$ cat src/rtl/overwrite_oldest_record_fifo_unit_defines.svh
// Assertion macros used by the record FIFO ring control (oorf_ctrl).
// Each macro expects clk and rst_n to be visible in the using scope.
`ifndef OVERWRITE_OLDEST_RECORD_FIFO_UNIT_DEFINES_SVH
`define OVERWRITE_OLDEST_RECORD_FIFO_UNIT_DEFINES_SVH

// Check a condition at every rising clock edge outside reset.
`define OORF_ASSERT_ALWAYS(lbl, cond) \
  lbl: assert property (@(posedge clk) disable iff (!rst_n) (cond)) \
    else $error("oorf assertion failed");

// Check that a trigger implies a consequence in the next cycle.
`define OORF_ASSERT_NEXT(lbl, trig, cons) \
  lbl: assert property (@(posedge clk) disable iff (!rst_n) (trig) |=> (cons)) \
    else $error("oorf assertion failed");

`endif

$ cat src/rtl/oorf_pkg.sv
// Package for the overwrite-oldest record FIFO: record type, action codes,
// status struct and default sizes. No dependencies.
package oorf_pkg;

  localparam int SLOTS_DEF = 16;
  localparam int HELD_W    = 4;

  localparam logic [1:0] ACT_PUSH  = 2'd0;
  localparam logic [1:0] ACT_POP   = 2'd1;
  localparam logic [1:0] ACT_CLEAR = 2'd2;

  typedef struct packed {
    logic [31:0] timestamp;
    logic [31:0] voltage;
    logic [31:0] current;
    logic [31:0] temperature;
    logic [31:0] accel_magnitude;
    logic [31:0] gyro_magnitude;
    logic [7:0]  fault_bits;
    logic [7:0]  mode_code;
  } record_t;

  localparam int REC_W = $bits(record_t);

  // Per-transfer status from the pointer control to the result stage
  typedef struct packed {
    logic              wr_en;
    logic              rd_en;
    logic              rec_valid;
    logic              overflow;
    logic [HELD_W-1:0] held_count;
  } ctrl_stat_t;

endpackage

$ cat src/rtl/oorf_in_if.sv
// Input channel of the record FIFO: valid/ready handshake with one item.
// Depends on nothing.
interface oorf_in_if;
  logic        valid;
  logic        ready;
  logic [1:0]  action;
  logic [31:0] in_timestamp;
  logic [31:0] in_voltage;
  logic [31:0] in_current;
  logic [31:0] in_temperature;
  logic [31:0] in_accel_magnitude;
  logic [31:0] in_gyro_magnitude;
  logic [7:0]  in_fault_bits;
  logic [7:0]  in_mode_code;

  modport source (
    output valid, action, in_timestamp, in_voltage, in_current, in_temperature,
           in_accel_magnitude, in_gyro_magnitude, in_fault_bits, in_mode_code,
    input  ready
  );
  modport sink (
    input  valid, action, in_timestamp, in_voltage, in_current, in_temperature,
           in_accel_magnitude, in_gyro_magnitude, in_fault_bits, in_mode_code,
    output ready
  );
endinterface

$ cat src/rtl/oorf_out_if.sv
// Result channel of the record FIFO: valid/ready handshake with one result.
// Depends on nothing.
interface oorf_out_if;
  logic        valid;
  logic        ready;
  logic        record_valid;
  logic [31:0] out_timestamp;
  logic [31:0] out_voltage;
  logic [31:0] out_current;
  logic [31:0] out_temperature;
  logic [31:0] out_accel_magnitude;
  logic [31:0] out_gyro_magnitude;
  logic [7:0]  out_fault_bits;
  logic [7:0]  out_mode_code;
  logic [3:0]  held_count;
  logic        overflow_seen;

  modport source (
    output valid, record_valid, out_timestamp, out_voltage, out_current,
           out_temperature, out_accel_magnitude, out_gyro_magnitude,
           out_fault_bits, out_mode_code, held_count, overflow_seen,
    input  ready
  );
  modport sink (
    input  valid, record_valid, out_timestamp, out_voltage, out_current,
           out_temperature, out_accel_magnitude, out_gyro_magnitude,
           out_fault_bits, out_mode_code, held_count, overflow_seen,
    output ready
  );
endinterface

$ cat src/rtl/oorf_ram.sv
// Generic simple dual-port RAM: one write port, one read port with
// registered, enabled read data. No dependencies.
module oorf_ram #(
  parameter int WIDTH  = 8,
  parameter int DEPTH  = 16,
  parameter int ADDR_W = (DEPTH > 1) ? $clog2(DEPTH) : 1
) (
  input  logic              clk,
  input  logic              wr_en,
  input  logic [ADDR_W-1:0] wr_addr,
  input  logic [WIDTH-1:0]  wr_data,
  input  logic              rd_en,
  input  logic [ADDR_W-1:0] rd_addr,
  output logic [WIDTH-1:0]  rd_data
);

  logic [WIDTH-1:0] mem [DEPTH];
  logic [WIDTH-1:0] rd_data_r;

  // Write the slot and register the read word; hold it when not reading
  always_ff @(posedge clk) begin
    if (wr_en) begin
      mem[wr_addr] <= wr_data;
    end
    if (rd_en) begin
      rd_data_r <= mem[rd_addr];
    end
  end

  assign rd_data = rd_data_r;

endmodule

$ cat src/rtl/oorf_ctrl.sv
// Head/tail/count/overflow control of the record FIFO ring.
// Depends on oorf_pkg and the assertion macro header.
`include "overwrite_oldest_record_fifo_unit_defines.svh"

module oorf_ctrl #(
  parameter int SLOTS = oorf_pkg::SLOTS_DEF,
  parameter int IDX_W = (SLOTS > 1) ? $clog2(SLOTS) : 1
) (
  input  logic                clk,
  input  logic                rst_n,
  input  logic                fire,
  input  logic [1:0]          action,
  output logic [IDX_W-1:0]    wr_addr,
  output logic [IDX_W-1:0]    rd_addr,
  output oorf_pkg::ctrl_stat_t stat
);
  import oorf_pkg::*;

  localparam logic [IDX_W-1:0] LAST_IDX = IDX_W'(SLOTS - 1);
  localparam logic [IDX_W:0]   SLOTS_X  = (IDX_W + 1)'(SLOTS);

  logic [IDX_W-1:0] head_r, head_nxt;
  logic [IDX_W-1:0] tail_r, tail_nxt;
  logic [IDX_W-1:0] count_r, count_nxt;
  logic             flag_r, flag_nxt;
  logic [IDX_W-1:0] head_inc, tail_inc;
  logic             full;
  logic [IDX_W:0]   ptr_gap;

  // Wrap the pointers at the last slot
  assign head_inc = (head_r == LAST_IDX) ? '0 : head_r + 1'b1;
  assign tail_inc = (tail_r == LAST_IDX) ? '0 : tail_r + 1'b1;
  assign full     = (head_inc == tail_r);

  // Work out the next pointer state and the status of this transfer
  always_comb begin
    head_nxt        = head_r;
    tail_nxt        = tail_r;
    count_nxt       = count_r;
    flag_nxt        = flag_r;
    stat.wr_en      = 1'b0;
    stat.rd_en      = 1'b0;
    stat.rec_valid  = 1'b0;
    case (action)
      ACT_PUSH: begin
        stat.wr_en = fire;
        head_nxt   = head_inc;
        if (full) begin
          flag_nxt = 1'b1;
          tail_nxt = tail_inc;
        end else begin
          count_nxt = count_r + 1'b1;
        end
      end
      ACT_POP: begin
        if (count_r != '0) begin
          stat.rd_en     = fire;
          stat.rec_valid = 1'b1;
          tail_nxt       = tail_inc;
          count_nxt      = count_r - 1'b1;
        end
      end
      ACT_CLEAR: begin
        head_nxt  = '0;
        tail_nxt  = '0;
        count_nxt = '0;
        flag_nxt  = 1'b0;
      end
      default: begin
      end
    endcase
    stat.overflow   = flag_nxt;
    stat.held_count = HELD_W'(count_nxt);
  end

  assign wr_addr = head_r;
  assign rd_addr = tail_r;

  // Advance the ring state on each transfer
  always_ff @(posedge clk) begin
    if (!rst_n) begin
      head_r  <= '0;
      tail_r  <= '0;
      count_r <= '0;
      flag_r  <= 1'b0;
    end else if (fire) begin
      head_r  <= head_nxt;
      tail_r  <= tail_nxt;
      count_r <= count_nxt;
      flag_r  <= flag_nxt;
    end
  end

  // Distance from tail to head, modulo the ring size
  assign ptr_gap = (head_r >= tail_r) ?
                   ({1'b0, head_r} - {1'b0, tail_r}) :
                   ({1'b0, head_r} + SLOTS_X - {1'b0, tail_r});

  `OORF_ASSERT_ALWAYS(a_count_matches_ptrs, ptr_gap == {1'b0, count_r})
  `OORF_ASSERT_ALWAYS(a_no_pop_when_empty, !(stat.rd_en && (count_r == '0)))
  `OORF_ASSERT_NEXT(a_full_push_keeps_count,
                    fire && (action == ACT_PUSH) && full, $stable(count_r) && flag_r)
  `OORF_ASSERT_NEXT(a_clear_empties, fire && (action == ACT_CLEAR),
                    (count_r == '0) && !flag_r && (head_r == tail_r))

endmodule

$ cat src/rtl/overwrite_oldest_record_fifo_unit.sv
// Top level of the overwrite-oldest record FIFO: input stage, ring control,
// record RAM and result register. Depends on oorf_pkg, the channel
// interfaces, oorf_ctrl and oorf_ram.
//
//   channel  modport  carries
//   in_ch    sink     action plus one telemetry record (push payload)
//   out_ch   source   record_valid, popped record, held_count, overflow_seen
//
// One item per cycle while the result is not stalled; a result passes
// the input register, then the RAM read and result register. The pointer
// update and slot access happen in the RAM read step.
// Reset (synchronous, rst_n low) empties the ring and drops the overflow
// flag; record slots are not cleared. A stalled result holds and the input
// register fills behind it, then in_ch.ready drops.
module overwrite_oldest_record_fifo_unit #(
  parameter int SLOTS = oorf_pkg::SLOTS_DEF
) (
  input logic       clk,
  input logic       rst_n,
  oorf_in_if.sink   in_ch,
  oorf_out_if.source out_ch
);
  import oorf_pkg::*;

  localparam int IDX_W = (SLOTS > 1) ? $clog2(SLOTS) : 1;

  logic             s1_valid_r;
  logic [1:0]       s1_action_r;
  record_t          s1_rec_r;
  logic             out_valid_r;
  ctrl_stat_t       stat;
  ctrl_stat_t       stat_r;
  logic             s1_fire;
  logic [IDX_W-1:0] wr_addr;
  logic [IDX_W-1:0] rd_addr;
  record_t          rd_rec;
  logic [REC_W-1:0] rd_data;

  assign s1_fire     = s1_valid_r && (!out_valid_r || out_ch.ready);
  assign in_ch.ready = !s1_valid_r || s1_fire;

  // Capture the input item
  always_ff @(posedge clk) begin
    if (!rst_n) begin
      s1_valid_r <= 1'b0;
    end else if (in_ch.ready) begin
      s1_valid_r <= in_ch.valid;
    end
    if (in_ch.ready && in_ch.valid) begin
      s1_action_r              <= in_ch.action;
      s1_rec_r.timestamp       <= in_ch.in_timestamp;
      s1_rec_r.voltage         <= in_ch.in_voltage;
      s1_rec_r.current         <= in_ch.in_current;
      s1_rec_r.temperature     <= in_ch.in_temperature;
      s1_rec_r.accel_magnitude <= in_ch.in_accel_magnitude;
      s1_rec_r.gyro_magnitude  <= in_ch.in_gyro_magnitude;
      s1_rec_r.fault_bits      <= in_ch.in_fault_bits;
      s1_rec_r.mode_code       <= in_ch.in_mode_code;
    end
  end

  oorf_ctrl #(
    .SLOTS (SLOTS),
    .IDX_W (IDX_W)
  ) u_ctrl (
    .clk     (clk),
    .rst_n   (rst_n),
    .fire    (s1_fire),
    .action  (s1_action_r),
    .wr_addr (wr_addr),
    .rd_addr (rd_addr),
    .stat    (stat)
  );

  oorf_ram #(
    .WIDTH  (REC_W),
    .DEPTH  (SLOTS),
    .ADDR_W (IDX_W)
  ) u_ram (
    .clk     (clk),
    .wr_en   (stat.wr_en),
    .wr_addr (wr_addr),
    .wr_data (s1_rec_r),
    .rd_en   (stat.rd_en),
    .rd_addr (rd_addr),
    .rd_data (rd_data)
  );

  // Hold the result status until the transfer out
  always_ff @(posedge clk) begin
    if (!rst_n) begin
      out_valid_r <= 1'b0;
    end else if (!out_valid_r || out_ch.ready) begin
      out_valid_r <= s1_valid_r;
    end
    if (s1_fire) begin
      stat_r <= stat;
    end
  end

  // Zero the record fields unless a pop returned a record
  assign rd_rec = stat_r.rec_valid ? record_t'(rd_data) : '0;

  assign out_ch.valid               = out_valid_r;
  assign out_ch.record_valid        = stat_r.rec_valid;
  assign out_ch.out_timestamp       = rd_rec.timestamp;
  assign out_ch.out_voltage         = rd_rec.voltage;
  assign out_ch.out_current         = rd_rec.current;
  assign out_ch.out_temperature     = rd_rec.temperature;
  assign out_ch.out_accel_magnitude = rd_rec.accel_magnitude;
  assign out_ch.out_gyro_magnitude  = rd_rec.gyro_magnitude;
  assign out_ch.out_fault_bits      = rd_rec.fault_bits;
  assign out_ch.out_mode_code       = rd_rec.mode_code;
  assign out_ch.held_count          = stat_r.held_count;
  assign out_ch.overflow_seen       = stat_r.overflow;

endmodule

$ cat src/flat_wrapper.sv
// flat-port wrapper written by rule: the top's interface ports become plain ports
module overwrite_oldest_record_fifo_unit_flat import oorf_pkg::*;
#(
  parameter int SLOTS = oorf_pkg::SLOTS_DEF
)
  (clk, rst_n, in_ch_valid, in_ch_action, in_ch_in_timestamp, in_ch_in_voltage, in_ch_in_current, in_ch_in_temperature, in_ch_in_accel_magnitude, in_ch_in_gyro_magnitude, in_ch_in_fault_bits, in_ch_in_mode_code, in_ch_ready, out_ch_valid, out_ch_record_valid, out_ch_out_timestamp, out_ch_out_voltage, out_ch_out_current, out_ch_out_temperature, out_ch_out_accel_magnitude, out_ch_out_gyro_magnitude, out_ch_out_fault_bits, out_ch_out_mode_code, out_ch_held_count, out_ch_overflow_seen, out_ch_ready);
  oorf_in_if in_ch_i ();
  oorf_out_if out_ch_i ();
  input logic clk;
  input logic rst_n;
  input wire logic [$bits(in_ch_i.valid)-1:0] in_ch_valid;
  input wire logic [$bits(in_ch_i.action)-1:0] in_ch_action;
  input wire logic [$bits(in_ch_i.in_timestamp)-1:0] in_ch_in_timestamp;
  input wire logic [$bits(in_ch_i.in_voltage)-1:0] in_ch_in_voltage;
  input wire logic [$bits(in_ch_i.in_current)-1:0] in_ch_in_current;
  input wire logic [$bits(in_ch_i.in_temperature)-1:0] in_ch_in_temperature;
  input wire logic [$bits(in_ch_i.in_accel_magnitude)-1:0] in_ch_in_accel_magnitude;
  input wire logic [$bits(in_ch_i.in_gyro_magnitude)-1:0] in_ch_in_gyro_magnitude;
  input wire logic [$bits(in_ch_i.in_fault_bits)-1:0] in_ch_in_fault_bits;
  input wire logic [$bits(in_ch_i.in_mode_code)-1:0] in_ch_in_mode_code;
  output wire logic [$bits(in_ch_i.ready)-1:0] in_ch_ready;
  output wire logic [$bits(out_ch_i.valid)-1:0] out_ch_valid;
  output wire logic [$bits(out_ch_i.record_valid)-1:0] out_ch_record_valid;
  output wire logic [$bits(out_ch_i.out_timestamp)-1:0] out_ch_out_timestamp;
  output wire logic [$bits(out_ch_i.out_voltage)-1:0] out_ch_out_voltage;
  output wire logic [$bits(out_ch_i.out_current)-1:0] out_ch_out_current;
  output wire logic [$bits(out_ch_i.out_temperature)-1:0] out_ch_out_temperature;
  output wire logic [$bits(out_ch_i.out_accel_magnitude)-1:0] out_ch_out_accel_magnitude;
  output wire logic [$bits(out_ch_i.out_gyro_magnitude)-1:0] out_ch_out_gyro_magnitude;
  output wire logic [$bits(out_ch_i.out_fault_bits)-1:0] out_ch_out_fault_bits;
  output wire logic [$bits(out_ch_i.out_mode_code)-1:0] out_ch_out_mode_code;
  output wire logic [$bits(out_ch_i.held_count)-1:0] out_ch_held_count;
  output wire logic [$bits(out_ch_i.overflow_seen)-1:0] out_ch_overflow_seen;
  input wire logic [$bits(out_ch_i.ready)-1:0] out_ch_ready;
  assign in_ch_i.valid = in_ch_valid;
  assign in_ch_i.action = in_ch_action;
  assign in_ch_i.in_timestamp = in_ch_in_timestamp;
  assign in_ch_i.in_voltage = in_ch_in_voltage;
  assign in_ch_i.in_current = in_ch_in_current;
  assign in_ch_i.in_temperature = in_ch_in_temperature;
  assign in_ch_i.in_accel_magnitude = in_ch_in_accel_magnitude;
  assign in_ch_i.in_gyro_magnitude = in_ch_in_gyro_magnitude;
  assign in_ch_i.in_fault_bits = in_ch_in_fault_bits;
  assign in_ch_i.in_mode_code = in_ch_in_mode_code;
  assign in_ch_ready = in_ch_i.ready;
  assign out_ch_valid = out_ch_i.valid;
  assign out_ch_record_valid = out_ch_i.record_valid;
  assign out_ch_out_timestamp = out_ch_i.out_timestamp;
  assign out_ch_out_voltage = out_ch_i.out_voltage;
  assign out_ch_out_current = out_ch_i.out_current;
  assign out_ch_out_temperature = out_ch_i.out_temperature;
  assign out_ch_out_accel_magnitude = out_ch_i.out_accel_magnitude;
  assign out_ch_out_gyro_magnitude = out_ch_i.out_gyro_magnitude;
  assign out_ch_out_fault_bits = out_ch_i.out_fault_bits;
  assign out_ch_out_mode_code = out_ch_i.out_mode_code;
  assign out_ch_held_count = out_ch_i.held_count;
  assign out_ch_overflow_seen = out_ch_i.overflow_seen;
  assign out_ch_i.ready = out_ch_ready;
  overwrite_oldest_record_fifo_unit #(.SLOTS(SLOTS)) u_core (.clk(clk), .rst_n(rst_n), .in_ch(in_ch_i), .out_ch(out_ch_i));
endmodule
$ cat config.mk
export PLATFORM = sky130hd
export DESIGN_NAME = overwrite_oldest_record_fifo_unit_flat
export DESIGN_NICKNAME = d
export VERILOG_FILES = /design/src/rtl/oorf_pkg.sv /design/src/rtl/oorf_in_if.sv /design/src/rtl/oorf_out_if.sv /design/src/rtl/oorf_ram.sv /design/src/rtl/oorf_ctrl.sv /design/src/rtl/overwrite_oldest_record_fifo_unit.sv /design/src/flat_wrapper.sv
export VERILOG_INCLUDE_DIRS = /design/src /design/src/rtl
export SDC_FILE = /design/constraint.sdc
export NUM_CORES = 2
export LEC_CHECK = 0
export BUFFER_PORTS_ARGS = -buffer_cell sky130_fd_sc_hd__buf_2
export CAP_MARGIN = 10
export CORE_MARGIN = 4
export CORE_UTILIZATION = 60
export DETAILED_ROUTE_END_ITERATION = 10
export PLACE_DENSITY = 0.73
export SYNTH_ARGS = -nofsm -noshare
export SYNTH_HDL_FRONTEND = slang
export SYNTH_SLANG_ARGS = --single-unit
$ cat constraint.sdc
create_clock -name clk -period 24.6 [get_ports clk]
set_clock_uncertainty 0.1 [all_clocks]
set_input_delay 4.92 -clock clk [delete_from_list [all_inputs] [get_ports clk]]
set_output_delay 4.92 -clock clk [all_outputs]
set_load 0.01 [all_outputs]
==> reports/summary.md <==
The leakage component of the power was 0.0488 uW. The slowest stage of the critical path is the sky130_fd_sc_hd__nor2b_1 cell. Arrival time of the worst setup path: 5510 ps. The run gives 0 as the final hold violation count.

Counting every sink on the clock net gives 3767. Measured along the x axis, the die boundary spans 493 um. Compared with the post-synthesis result, the final layout area differs by 12.4%. For the worst-skew pair, the clock arrives at the later sink with an insertion delay of 980 ps. The share of power burned in combinational logic was 0.023. The commonest register cell after synthesis is sky130_fd_sc_hd__edfxtp_1.

Library cell with the largest summed area after synthesis: sky130_fd_sc_hd__edfxtp_1. Entering global routing, the biggest net connects 210 pins. The logs give 0 for the DRC violation count after routing and 7969 for the number of DRC violations after detailed-routing iteration 0. Final critical delay including setup and external delays: 10530 ps.

The tools report the final weighted congestion in routability-driven placement as 0.749. The first-pass GRT wire length came out at 453 mm. The first detailed-routing pass ran for 6 iterations. Yosys synthesis warning count: 0. For the worst flop-to-flop path, the logic depth is 8. Hold repair after CTS inserted 0 buffers. The share of the cycle needed by the critical path after routing was 0.428; the die area was 0.243 sq mm.

Setup repair after global routing left no endpoint under its margin. Across all layers, the routed design uses 65100 vias. The mux cell area share after synthesis works out to 0.148. The flop and latch count out of synthesis is 3767, and the via count normalized by instance count is 6.43. Dividing the detail-routed wire length by the instance count gives 30.3 um. IR analysis of the VDD net gives a maximum drop of 0.0700 mV.

TritonCTS built the clock tree. The xor-xnor portion of the synthesized cell area is 0.000505. The floorplan has 177 rows. The layout cell share with drive strength beyond 1 is 0.275, and the netlist area before placement is 0.141 sq mm. After synthesis, the largest family of logic cells by area is multiplexers. The leading cell type in the layout, fill and taps excluded was sky130_fd_sc_hd__edfxtp_1. Clock-pin slew was measured on the worst setup and hold paths at 60 ps. The adder-cell share of the synthesized area is 0.000620. Data required time of the worst path: 19580 ps.

At the pin with the least slew margin, the transition time is 1230 ps. The number of antenna violations at the first check in global routing is 20, and the post-synthesis average cell area is 23.1 sq um. For the clock share of power, the log shows 0.423. In this run, post-CTS repair resized a total of 0 instances.

The clock passes through at most 4 buffers. For the total congestion overflow after global routing, the log shows 0. STA classifies the critical path endpoint as a primary output.

The final layout contains 6941 nets. In this run the post-CTS setup repair buffer count came out at 0. In the post-synthesis netlist, the biggest area contributors are sky130_fd_sc_hd__edfxtp_1 80%, sky130_fd_sc_hd__mux4_2 13%, sky130_fd_sc_hd__mux2i_1 1.5%, sky130_fd_sc_hd__a211oi_1 1.1%, sky130_fd_sc_hd__and2_1 0.93%. The worst hold path passes through 2 cells.

Summed over all nets, the half-perimeter wirelength after detailed placement is 155 mm. The post-synthesis async set-or-reset flop share is 0, and the share of total power in sequential cells is 0.555. The count of buffers added on input and output ports is 429. The tools report the master cell of the clock root buffer as sky130_fd_sc_hd__clkbuf_16. Category of the worst setup path launch point: an input port. The number of flops mapped to enable cells by yosys was 3752; the post-layout utilization of the core was 0.681. The net load switching power is 2550 uW, and the area of the core is 0.233 sq mm. The H-tree generated during clock tree synthesis spans 5 levels. The overall fraction of global-route tracks in use is 0.254, and the count of pins over their slew limit is 0. The run gives 0 ps as the sum of negative setup slack. In this run the worst path has a maximum fanout of 4. The initial cell density of the core was 0.606; the fill cell total of the finished layout was 14200. The run gives 95.0 MHz as the maximum achievable frequency.

The signal on the critical path passes through buf_2 > nor2b_1 > nand2_1 > buf_2. The flow ran to the end, and the final reports show no timing, DRC or antenna violations. The sequential element share of the synthesized area was 0.799; the share of synthesized cell area in and, or, nand and nor gates was 0.0215. The class of the tightest hold or removal check is flip-flop to flip-flop. The logs give 380 for the number of buffers created by CTS and 66600 for the via count of the first global-routing pass.

The largest stage delay on the critical path came out at 220 ps. The logs give 0 for the reported max-cap violation count and 10400 uW for the internal power component. In this design, the critical path's most frequently occurring cell is sky130_fd_sc_hd__buf_2. The detail route stage leaves a number of antenna-violating nets equal to 0.

The vertical die dimension was 493 um. Wires add up to 307 mm. 430 I/O pins were placed. The net switching fraction of the power is 0.196. The number of nets in the synthesized netlist is 6344. Dividing total power by cell area gives a power density of 81.6 mW/mm^2. The worst relative slew slack came out at 0.180.

The logs give 6123 for the cell count after synthesis and 13000 uW for the overall power of the completed layout. The worst setup path is of the input port to primary output kind. The area share of the leading cell type in the synthesized netlist is 0.797, and the compound-gate portion of the synthesized area is 0.0200.

In the layout the commonest cells are 3752 x sky130_fd_sc_hd__edfxtp_1, 832 x sky130_fd_sc_hd__mux4_2, 429 x sky130_fd_sc_hd__buf_2. For the final-report setup violation count, the log shows 0. The run gives 47 as the number of distinct library cell variants in the gate-level netlist after synthesis.
power groups by stage:
stage	logic, uW	clock network, uW	registers [uW]
2_1_floorplan	208	0	7290
3_3_place_gp	296	0	7310
3_5_place_dp	298	0	7320
4_1_cts	301	5570	7190
5_1_grt	320	5860	7200
6_report	294	5480	7190
final timing paths:
| kind | start | endpoint | slack [ps] |
|---|---|---|---|
| setup / recovery | out_ch_ready | in_ch_ready | 14070 |
| hold / removal | u_core.s1_valid_r | u_core.out_ch.valid | 420 |
| setup reg to reg | u_core.u_ctrl.rd_addr[0] | u_core.u_ram.rd_data[150] | 18820 |
| hold reg to reg | u_core.s1_valid_r | u_core.out_ch.valid | 420 |
sequential cells by signal (all words and copies together), names as in the netlist:
signal and count:
u_core.u_ram.mem 3328, u_core.out_ch.overflow_seen 1, u_core.out_ch.held_count 4, u_core.u_ctrl.wr_addr 4, u_core.u_ctrl.flag_r 1, u_core.u_ram.rd_data 208
u_core.s1_valid_r 1, u_core.s1_action_r 2, u_core.out_ch.record_valid 1, u_core.u_ctrl.count_r 4, u_core.s1_rec_r 208, u_core.out_ch.valid 1
u_core.u_ctrl.rd_addr 4
worst max-delay path: cells and delay by family:
kind / cells / cell delay, ps
buffers and inverters: 2 / 250
and+or+nand+nor: 2 / 340
layout make-up:
cell class | count | area [sq um] | area share
flip-flops and latches | 3767 | 113000 | 0.711
multi-input cells | 2014 | 27000 | 0.170
clock buffers | 441 | 9800 | 0.0617
well taps | 3132 | 3920 | 0.0247
repair buffers | 548 | 3240 | 0.0204
clock inverters | 214 | 1920 | 0.0121
inverters | 9 | 33.8 | 0.000213
diodes | 7 | 17.5 | 0.000110
metrics by stage:
step / cells / setup WS, ps / instance area (sq um) / hold WS, ps
after floorplan: 6123 / 3830 / 141000 / 341
after global placement: 9470 / 14030 / 147000 / 416
after detailed placement: 9470 / 14070 / 147000 / 399
after CTS: 10100 / 14070 / 159000 / 423
after global routing: 10100 / 13980 / 159000 / 458
final: 10100 / 14070 / 159000 / 422
per-layer routing:
| layer | part of all wire | track usage | up-vias |
|---|---|---|---|
| met2 | 0.48 | 0.394 | 3181 |
| met4 | 0.026 | 0.0719 | 6 |
| met3 | 0.088 | 0.0498 | 459 |
| met5 | 0.00019 | 0 | - |
| li1 | - | - | 26900 |
| met1 | 0.40 | 0.378 | 34600 |
cell families (layout without fill, tap and decap cells):
kind of cell               Yosys count  after routing
xor gates and xnor gates             6              6
buffers and inverters              342           1212
and+or+nand+nor                    505            505
DFF                               3767           3767
other                                0              7
muxes                             1044           1044
adders and majority gates            7              7
AOI/OAI and AO/OA                  452            452
synth_stat cells, types with 3 or more instances:
cell                          n
sky130_fd_sc_hd__a21oi_1    220
sky130_fd_sc_hd__clkbuf_1   197
sky130_fd_sc_hd__buf_6        3
sky130_fd_sc_hd__xnor2_1      3
sky130_fd_sc_hd__buf_4        4
sky130_fd_sc_hd__nor2b_1    210
sky130_fd_sc_hd__buf_2      115
sky130_fd_sc_hd__nand2b_1     6
sky130_fd_sc_hd__or3_1        3
sky130_fd_sc_hd__mux4_2     832
sky130_fd_sc_hd__buf_1       11
sky130_fd_sc_hd__nor2_1      26
sky130_fd_sc_hd__o21ai_0     10
sky130_fd_sc_hd__mux2i_1    210
sky130_fd_sc_hd__ha_1         7
sky130_fd_sc_hd__dfxtp_1     15
sky130_fd_sc_hd__nand3_1     10
sky130_fd_sc_hd__nor3_1      10
sky130_fd_sc_hd__edfxtp_1  3752
sky130_fd_sc_hd__and2_1     210
sky130_fd_sc_hd__a31oi_1      5
sky130_fd_sc_hd__inv_1        8
sky130_fd_sc_hd__a211oi_1   208
sky130_fd_sc_hd__or2_2        3
sky130_fd_sc_hd__nand2_1     18
(Power assumes the default switching activity.)
